$ cat src/sv/run_end_filter_coalescer_core_assert.svh
// ----------------------------------------------------------------------------
// Assertion macros for the run-end filter coalescer
// Shared checking helpers, clocked on clk and disabled while arst_n is low.
// ----------------------------------------------------------------------------
`ifndef RUN_END_FILTER_COALESCER_CORE_ASSERT_SVH
`define RUN_END_FILTER_COALESCER_CORE_ASSERT_SVH

// Same-cycle implication.
`define REFC_ASSERT_IMP(lbl, ante, cons, msg) \
	lbl: assert property (@(posedge clk) disable iff (!arst_n) (ante) |-> (cons)) \
		else $error(msg);

// Implication checked in the next cycle.
`define REFC_ASSERT_NXT(lbl, ante, cons, msg) \
	lbl: assert property (@(posedge clk) disable iff (!arst_n) (ante) |=> (cons)) \
		else $error(msg);

`endif

$ cat src/sv/refc_pkg.sv
// ----------------------------------------------------------------------------
// Run-end filter coalescer package
// Default sizes, stream field widths and shared types of the coalescer.
// ----------------------------------------------------------------------------
package refc_pkg;

	localparam int VALUE_BITS_DEF   = 64;
	localparam int RUN_END_BITS_DEF = 32;

	// Fixed widths of the stream fields.
	localparam int VALUE_WORD_W = 64;
	localparam int SEG_LEN_W    = 32;
	localparam int IN_TDATA_W   = 96;
	localparam int IN_TUSER_W   = 3;

	// Which of the two possible results of a segment is being delivered.
	typedef enum logic {
		SEL_CLOSE = 1'b0,
		SEL_FLUSH = 1'b1
	} res_sel_t;

	// Flags of one result, run_valid in bit 0.
	typedef struct packed {
		logic overflow;
		logic last_of_item;
		logic has_run;
		logic run_valid;
	} out_flags_t;

	localparam int OUT_TUSER_W = $bits(out_flags_t);

endpackage

$ cat src/sv/run_end_filter_coalescer_core.sv
// ----------------------------------------------------------------------------
// Run-end filter coalescer core
// Filters merged run-end-encoded segments and re-merges the survivors into
// maximal runs. A segment is taken every cycle unless the output stalls; its
// open-run update is one compare and one saturating add into a stage register,
// and the trailing-run flush add sits between that stage and the output
// register. The output register delivers one result per cycle while m_tready
// is high, so a last segment that also closes a run holds the input until both
// its results are loaded; every other segment sustains one per cycle unstalled.
// ----------------------------------------------------------------------------
module run_end_filter_coalescer_core
	import refc_pkg::*;
#(
	parameter int VALUE_BITS   = VALUE_BITS_DEF,
	parameter int RUN_END_BITS = RUN_END_BITS_DEF,
	localparam int OUT_TDATA_W = ((RUN_END_BITS + VALUE_WORD_W + 7) / 8) * 8
) (
	input  logic                   clk,
	input  logic                   arst_n,
	// Configuration write: null_mode.
	input  logic                   cfg_valid,
	output logic                   cfg_ready,
	input  logic                   cfg_data,
	// Segment stream.
	input  logic                   s_tvalid,
	output logic                   s_tready,
	input  logic [IN_TDATA_W-1:0]  s_tdata,  // value_word[63:0], segment_length[95:64]
	input  logic [IN_TUSER_W-1:0]  s_tuser,  // value_valid, filter_valid, filter_select
	input  logic                   s_tlast,  // last_segment
	// Run stream.
	output logic                   m_tvalid,
	input  logic                   m_tready,
	output logic [OUT_TDATA_W-1:0] m_tdata,  // run_end, run_value (64), zero fill
	output logic [OUT_TUSER_W-1:0] m_tuser,  // run_valid, has_run, last_of_item, overflow
	output logic                   m_tlast   // end_of_stream
);

	localparam int RB = RUN_END_BITS;
	localparam int VB = VALUE_BITS;
	localparam int LW = (RUN_END_BITS > SEG_LEN_W) ? RUN_END_BITS : SEG_LEN_W;

	// Configuration and run state.
	logic          null_mode_q;
	logic [RB-1:0] open_len_q;
	logic          open_null_q;
	logic [VB-1:0] open_val_q;
	logic [RB-1:0] closed_end_q;
	logic          ovf_q;

	// Stage 1: one segment with its close result and the state to flush.
	logic          vld_s1;
	logic          a_vld_s1;
	logic [RB-1:0] a_end_s1;
	logic [VB-1:0] a_val_s1;
	logic          a_valid_s1;
	logic          a_ovf_s1;
	logic          last_s1;
	logic [RB-1:0] f_len_s1;
	logic          f_null_s1;
	logic [VB-1:0] f_val_s1;
	logic [RB-1:0] f_base_s1;
	logic          f_ovf_s1;
	res_sel_t      sel_q;

	// Output register.
	logic                   m_tvalid_q;
	logic [RB-1:0]          out_end_q;
	logic [VALUE_WORD_W-1:0] out_val_q;
	out_flags_t             out_flags_q;
	logic                   out_eos_q;

	// Input decode.
	logic [VB-1:0] in_val;
	logic          in_vvalid, in_fvalid, in_fsel;
	logic [LW-1:0] len_w;
	logic          len_ovf;
	logic [RB-1:0] len_r;
	logic          emit, act, is_null, close_req, extend;
	logic [RB:0]   c_sum, e_sum;
	logic          a_vld;
	logic [RB-1:0] closed_end1, open_len1;
	logic          open_null1, ovf1;
	logic [VB-1:0] open_val1;
	logic          s_accept;

	// Flush and delivery.
	logic [RB:0]   f_sum;
	logic          f_has;
	logic [RB-1:0] b_end;
	logic          b_ovf, b_valid;
	logic          pend_a, has_res, out_load, s1_free;
	logic [RB-1:0] r_end;
	logic [VB-1:0] r_val;
	out_flags_t    r_flags;
	logic          r_eos;

	assign cfg_ready = 1'b1;

	assign in_val    = s_tdata[VB-1:0];
	assign in_vvalid = s_tuser[0];
	assign in_fvalid = s_tuser[1];
	assign in_fsel   = s_tuser[2];

	always_comb begin
		len_w   = LW'(s_tdata[IN_TDATA_W-1:VALUE_WORD_W]);
		len_ovf = len_w > LW'({RB{1'b1}});
		len_r   = len_ovf ? {RB{1'b1}} : len_w[RB-1:0];

		emit    = in_fvalid ? in_fsel : null_mode_q;
		act     = emit && (len_w != '0);
		is_null = !in_fvalid || !in_vvalid;
		if (is_null) begin
			close_req = act && !open_null_q;
		end else begin
			close_req = act && (open_null_q || (open_len_q == '0) || (open_val_q != in_val));
		end
		extend = act && !close_req;

		c_sum = {1'b0, closed_end_q} + {1'b0, open_len_q};
		e_sum = {1'b0, open_len_q} + {1'b0, len_r};
		a_vld = close_req && (open_len_q != '0);

		closed_end1 = closed_end_q;
		if (a_vld) begin
			closed_end1 = c_sum[RB] ? {RB{1'b1}} : c_sum[RB-1:0];
		end

		open_len1  = open_len_q;
		open_null1 = open_null_q;
		open_val1  = open_val_q;
		if (close_req) begin
			open_len1  = len_r;
			open_null1 = is_null;
			if (!is_null) begin
				open_val1 = in_val;
			end
		end else if (extend) begin
			open_len1 = e_sum[RB] ? {RB{1'b1}} : e_sum[RB-1:0];
		end

		ovf1 = ovf_q || (s_tvalid && len_ovf && emit) || len_ovf
			|| (a_vld && c_sum[RB]) || (extend && e_sum[RB]);
	end

	// Delivery of the stage-1 results, close result first.
	always_comb begin
		f_sum   = {1'b0, f_base_s1} + {1'b0, f_len_s1};
		f_has   = f_len_s1 != '0;
		b_end   = !f_has ? f_base_s1 : (f_sum[RB] ? {RB{1'b1}} : f_sum[RB-1:0]);
		b_ovf   = f_ovf_s1 || (f_has && f_sum[RB]);
		b_valid = f_has && !f_null_s1;

		pend_a   = vld_s1 && a_vld_s1 && (sel_q == SEL_CLOSE);
		has_res  = pend_a || (vld_s1 && last_s1);
		out_load = has_res && (!m_tvalid_q || m_tready);
		s1_free  = !vld_s1 || !has_res || (out_load && !(pend_a && last_s1));

		if (pend_a) begin
			r_end                = a_end_s1;
			r_val                = a_valid_s1 ? a_val_s1 : '0;
			r_flags.run_valid    = a_valid_s1;
			r_flags.has_run      = 1'b1;
			r_flags.last_of_item = !last_s1;
			r_flags.overflow     = a_ovf_s1;
			r_eos                = 1'b0;
		end else begin
			r_end                = b_end;
			r_val                = b_valid ? f_val_s1 : '0;
			r_flags.run_valid    = b_valid;
			r_flags.has_run      = f_has;
			r_flags.last_of_item = 1'b1;
			r_flags.overflow     = b_ovf;
			r_eos                = 1'b1;
		end
	end

	assign s_tready = s1_free;
	assign s_accept = s_tvalid && s1_free;

	always_ff @(posedge clk or negedge arst_n) begin
		if (!arst_n) begin
			null_mode_q <= 1'b0;
		end else if (cfg_valid) begin
			null_mode_q <= cfg_data;
		end
	end

	// Run state; a last segment returns it to the start of a new stream.
	always_ff @(posedge clk or negedge arst_n) begin
		if (!arst_n) begin
			open_len_q   <= '0;
			open_null_q  <= 1'b1;
			open_val_q   <= '0;
			closed_end_q <= '0;
			ovf_q        <= 1'b0;
		end else if (s_accept) begin
			if (s_tlast) begin
				open_len_q   <= '0;
				open_null_q  <= 1'b1;
				open_val_q   <= '0;
				closed_end_q <= '0;
				ovf_q        <= 1'b0;
			end else begin
				open_len_q   <= open_len1;
				open_null_q  <= open_null1;
				open_val_q   <= open_val1;
				closed_end_q <= closed_end1;
				ovf_q        <= ovf1;
			end
		end
	end

	always_ff @(posedge clk or negedge arst_n) begin
		if (!arst_n) begin
			vld_s1   <= 1'b0;
			a_vld_s1 <= 1'b0;
			last_s1  <= 1'b0;
			sel_q    <= SEL_CLOSE;
		end else begin
			if (s1_free) begin
				vld_s1   <= s_accept;
				a_vld_s1 <= a_vld;
				last_s1  <= s_tlast;
				sel_q    <= SEL_CLOSE;
			end else if (out_load && pend_a) begin
				sel_q <= SEL_FLUSH;
			end
		end
	end

	always_ff @(posedge clk) begin
		if (s_accept) begin
			a_end_s1   <= closed_end1;
			a_val_s1   <= open_val_q;
			a_valid_s1 <= !open_null_q;
			a_ovf_s1   <= ovf1;
			f_len_s1   <= open_len1;
			f_null_s1  <= open_null1;
			f_val_s1   <= open_val1;
			f_base_s1  <= closed_end1;
			f_ovf_s1   <= ovf1;
		end
	end

	always_ff @(posedge clk or negedge arst_n) begin
		if (!arst_n) begin
			m_tvalid_q <= 1'b0;
		end else if (out_load) begin
			m_tvalid_q <= 1'b1;
		end else if (m_tready) begin
			m_tvalid_q <= 1'b0;
		end
	end

	always_ff @(posedge clk) begin
		if (out_load) begin
			out_end_q   <= r_end;
			out_val_q   <= VALUE_WORD_W'(r_val);
			out_flags_q <= r_flags;
			out_eos_q   <= r_eos;
		end
	end

	assign m_tvalid = m_tvalid_q;
	assign m_tdata  = OUT_TDATA_W'({out_val_q, out_end_q});
	assign m_tuser  = out_flags_q;
	assign m_tlast  = out_eos_q;

`include "run_end_filter_coalescer_core_assert.svh"

	`REFC_ASSERT_IMP(a_flush_sel, sel_q == SEL_FLUSH, vld_s1 && last_s1 && a_vld_s1, "flush selected without a pending close")
	`REFC_ASSERT_IMP(a_bare_marker, m_tvalid && !out_flags_q.has_run, out_eos_q && !out_flags_q.run_valid && (out_val_q == '0), "bare marker outside stream end")
	`REFC_ASSERT_IMP(a_eos_last, m_tvalid && out_eos_q, out_flags_q.last_of_item, "stream end not last result of its segment")
	`REFC_ASSERT_NXT(a_stream_reset, s_accept && s_tlast, (open_len_q == '0) && (closed_end_q == '0) && !ovf_q && open_null_q, "run state not cleared after last segment")

endmodule

$ cat config.mk
export PLATFORM = sky130hd
export DESIGN_NAME = run_end_filter_coalescer_core
export DESIGN_NICKNAME = d
export VERILOG_FILES = /design/src/sv/refc_pkg.sv /design/src/sv/run_end_filter_coalescer_core.sv
export VERILOG_INCLUDE_DIRS = /design/src /design/src/sv
export SDC_FILE = /design/constraint.sdc
export NUM_CORES = 1
export LEC_CHECK = 0
export BUFFER_PORTS_ARGS = -buffer_cell sky130_fd_sc_hd__buf_2
export CORE_MARGIN = 2
export CORE_UTILIZATION = 55
export CTS_CLUSTER_SIZE = 12
export DETAILED_ROUTE_END_ITERATION = 16
export PLACE_DENSITY = 0.75
export SYNTH_ARGS = -nofsm -noshare
export SYNTH_HDL_FRONTEND = slang
export SYNTH_SLANG_ARGS = --single-unit
$ cat constraint.sdc
create_clock -name clk -period 12.3 [get_ports clk]
set_input_delay 0.615 -clock clk [delete_from_list [all_inputs] [get_ports clk]]
set_output_delay 0.615 -clock clk [all_outputs]
set_load 0.005 [all_outputs]
==> impl_results.md <==
* Status: finished clean
* Buffers on Ports at 208
* Compound-cell area share of the yosys netlist at 20.96%
* Mux contribution to synthesized area at less than 1%
* Slew Limit Fails at 0
* Vias in the first global route at 16.43k
* Hold Crit Class: in2async
* Slowest stage delay, CP at 0.73 ns
* Root buf cell: clkbuf_16
* Top Family by Delay on Critical Path: compound AO/OA/AOI/OAI gates
* Worst-skew pair later-pin latency at 0.56 ns
* Setup Fix Bufs, Post-CTS at 0
* Crit path max fanout at 20
* Floorplan row count at 74
* Crit path required time at around 13 ns
* Share of cells above drive strength 1 at between 10% and 20%
* Hold_buf cts at 0
* Met1 usage at around 45%
* RD Place Congestion at 0.9465
* Max clock buf depth at 3
* CP endpoint kind: register
* Fmax at ~240 MHz
* Htree depth at 2
* Boundary Pins at 210
* Post-synth ARST share at 31.48%
* Area after DPL at 24200 sq um
* Core ar. at 40830 sq um
* XOR/XNOR Fraction of Synth Area at 4.626%
* Largest net degree at the start of global routing at 135
* Syn Area/Cell at 11.20 sq um
* Clk_skew at 0.01807 ns
* Pwr dens at 188.3 nW/um^2
* Post-cts sizing count at 0
* Bufs and invs on worst path at 1
* Crit. Startpoint: open_len_q[0]
* Worst slew pin tran at 0.9654 ns
* Max-slew headroom at 35.64%
* Final setup TNS at 0 ns
* RSZ-0062 raised after global routing: false
* Critical path's slowest cell: and2_1
* DRC viols at 0
* Final ANT Viol Nets at 0
* Pre-antenna DRT Iters at 7
* GRT Max-Usage Layer: met1
* Final core occ at 62.31%
* Synth top area share at approximately two fifths
* Overflow after GRT at 0
* Worst R2R End: closed_end_q[17]
* Period utilization at 33.79%
* Via density at 6.362
* Post-synth top flop: edfxtp_1
* CP Capture Point: closed_end_q[17]
* Syn Inst Count at between 2k and 2.5k
* TritonCTS buffer count at 43
* Critical path class: reg2reg
* Number of synthesized register bits at ~430
* Clock tree sinks at 432
* Critical Path, Cell by Cell: ha_1 > fa_1 > a21oi_1 > nor3b_1 > o211a_1 > o21ai_0 > a211oi_1 > o22ai_1 > buf_4 > and2_1 > o31ai_1 > o221a_2
* Syn nets at 2234
* DR WL/cell at between 20 and 25 um
* Filler Cells Inserted at 3218
* Finish-stage setup viols at 0
* Die area at 42950 sq um
* Final HPWL DP at 43380 um
* Stages on worst setup path at 12
* CTS tree: done
* DRT iter0 DRCs at 2055
* Final Hold Fails at 0
* Worst reg2reg path depth at 12
* Synth Cell Area at 22720 sq um
* Number of synthesized flops with an enable pin at 296
* Tmin final at 4.156 ns
* Starting Density at 55.64%
* Area leader, netlist: edfxtp_1
* Initial antenna violation count at 4
* Post-synthesis sequential area ratio at 54.11%
* GRT Total Usage at 28.00%
* Lkg Pwr at ~0.011 uW
* Met2 usage at 39.79%
* Max-cap violation count at 0
* Area growth, synth to finish at 12.00%
* Max IR drop VDD at 0.09953 mV
* DIE WIDTH at a little over 200 um
* GR Util met3 at 4.766%
* Worst Path Arrival at 4.59 ns
* Worst reg-to-reg setup slack at 8.14 ns
* Yosys warns at 0
* Simple-Gate Fraction of Synth Area at 11.62%
* First-pass GRT wire length at 95280 um
* Cell area after layout at between 20000 and 30000 sq um
* Clk slew on worst S/H paths at 0.06 ns
* Routed WL at slightly above 60000 um
* Largest family of logic cells by synthesized area: compound AO/OA/AOI/OAI gates
* Post-synthesis adder-cell area fraction at 5.552%
* Yosys cell types at 80
* CP startpoint kind: register
* Die height at between 200 and 250 um
* Via count at 17.63k
* Nets at 2408
* Area contributors post-synth: edfxtp_1 39%, dfrtp_1 15%, a22o_1 6.8%, ha_1 5.3%, nand2_1 4.5%
* Reg-to-reg startpoint: open_len_q[0]
synth_stat cells, drive strengths merged, types with 9 or more instances:
cell type and count:
a22o 177, o21bai 11, nor3 24, ha 96, o21a 15, a22oi 10, o21ai 108, nand2 272
o211ai 12, buf 29, nand2b 20, nor4 38, a31oi 18, and3 16, a211oi 16, a21oi 129
o22ai 9, nand3 17, inv 47, o22a 22, nor2b 21, nand4 22, or2 9, and2 11
a21o 43, dfrtp 135, clkbuf 71, nor2 88, edfxtp 296, xnor2 62, xor2 58, a221o 23
worst reg2reg max path: stages (launching register included):
cell	delay [ns]
dfrtp_1	0.46
ha_1	0.28
fa_1	0.41
a21oi_1	0.21
nor3b_1	0.11
o211a_1	0.25
o21ai_0	0.42
a211oi_1	0.20
o22ai_1	0.16
buf_4	0.25
and2_1	0.74
o31ai_1	0.23
o221a_2	0.33
area by class of cell:
cell class	instances	area, sq um	share of cell area [%]
Sequential cell	432	12290	48.32
Multi-Input combinational cell	1450	9857	38.74
Timing Repair Buffer	229	1205	4.736
Clock buffer	69	1174	4.613
Tap cell	532	665.6	2.616
Inverter	47	183.9	0.7229
Clock inverter	8	55.05	0.2164
Antenna cell	4	10.01	0.03934
metrics by stage:
stage / total power, uW / hold WS [ns] / setup WS (ns) / std cells
after floorplan: 3133 / 0.3194 / 3.724 / 2029
after global placement: 3570 / 0.4629 / 8.214 / 2690
after detailed placement: 3598 / 0.4758 / 8.083 / 2690
after CTS: 4783 / 0.1410 / 8.177 / 2767
after global routing: 5046 / 0.1733 / 7.869 / 2770
final: 4791 / 0.09895 / 8.144 / 2771
power breakdown:
| part | internal, uW | switching [uW] | total, uW |
|---|---|---|---|
| combinational | 633 | 903 | 1540 |
| sequential | 1870 | 198 | 2070 |
| clock | 655 | 530 | 1180 |
how the worst min path moves through the flow:
| stage | from | to | slack, ns |
|---|---|---|---|
| 2_1_floorplan | arst_n | a_vld_s1 | 0.32 |
| 3_3_place_gp | open_val_q[49] | a_val_s1[49] | 0.46 |
| 3_5_place_dp | open_val_q[9] | a_val_s1[9] | 0.48 |
| 4_1_cts | arst_n | open_len_q[2] | 0.14 |
| 5_1_grt | arst_n | open_len_q[2] | 0.17 |
| 6_report | arst_n | open_len_q[2] | 0.1 |
state kept, by name (all words and copies together) (netlist names), 4 cells and up:
| register | count |
|---|---|
| out_val_q | 64 |
| f_len_s1 | 32 |
| out_end_q | 32 |
| f_val_s1 | 64 |
| m_tuser | 4 |
| open_val_q | 64 |
| f_base_s1 | 32 |
| a_val_s1 | 64 |
| closed_end_q | 32 |
| open_len_q | 32 |
cell usage in the layout, fill, tap and decap left out, drive strengths merged, types with 5 or more instances in the layout:
master   netlist  final
a2111oi        5      5
a211oi        16     16
a21boi         5      5
a21o          43     43
a21oi        129    129
a221o         23     23
a22o         177    177
a22oi         10     10
a31oi         18     18
a41oi          5      5
and2          11     11
and3          16     16
and4           5      5
buf           29    229
clkbuf        71     69
clkinv         0      6
dfrtp        135    135
edfxtp       296    296
ha            96     96
inv           47     49
nand2        272    272
nand2b        20     20
nand3         17     17
nand4         22     22
nor2          88     88
nor2b         21     21
nor3          24     24
nor3b          7      7
nor4          38     38
o211ai        12     12
o21a          15     15
o21ai        108    108
o21bai        11     11
o22a          22     22
o22ai          9      9
or2            9      9
xnor2         62     62
xor2          58     58
layer usage:
| metal | share of wire, % | up-vias |
|---|---|---|
| met3 | 8.8 | 84 |
| li1 | - | 8091 |
| met2 | 43 | 833 |
| met1 | 46 | 8620 |
| met5 | 0 | - |
| met4 | 2.1 | 0 |
kinds of logic (layout without fill, tap and decap cells):
| family | after synthesis | after routing |
|---|---|---|
| mux | 7 | 7 |
| other cells | 1 | 5 |
| compound gates | 658 | 658 |
| xor+xnor | 120 | 120 |
| simple gates | 565 | 565 |
| fa+ha+maj | 99 | 99 |
| flops | 432 | 432 |
| buf+inv | 147 | 353 |
No activity file was read; power rests on OpenSTA's default activity.
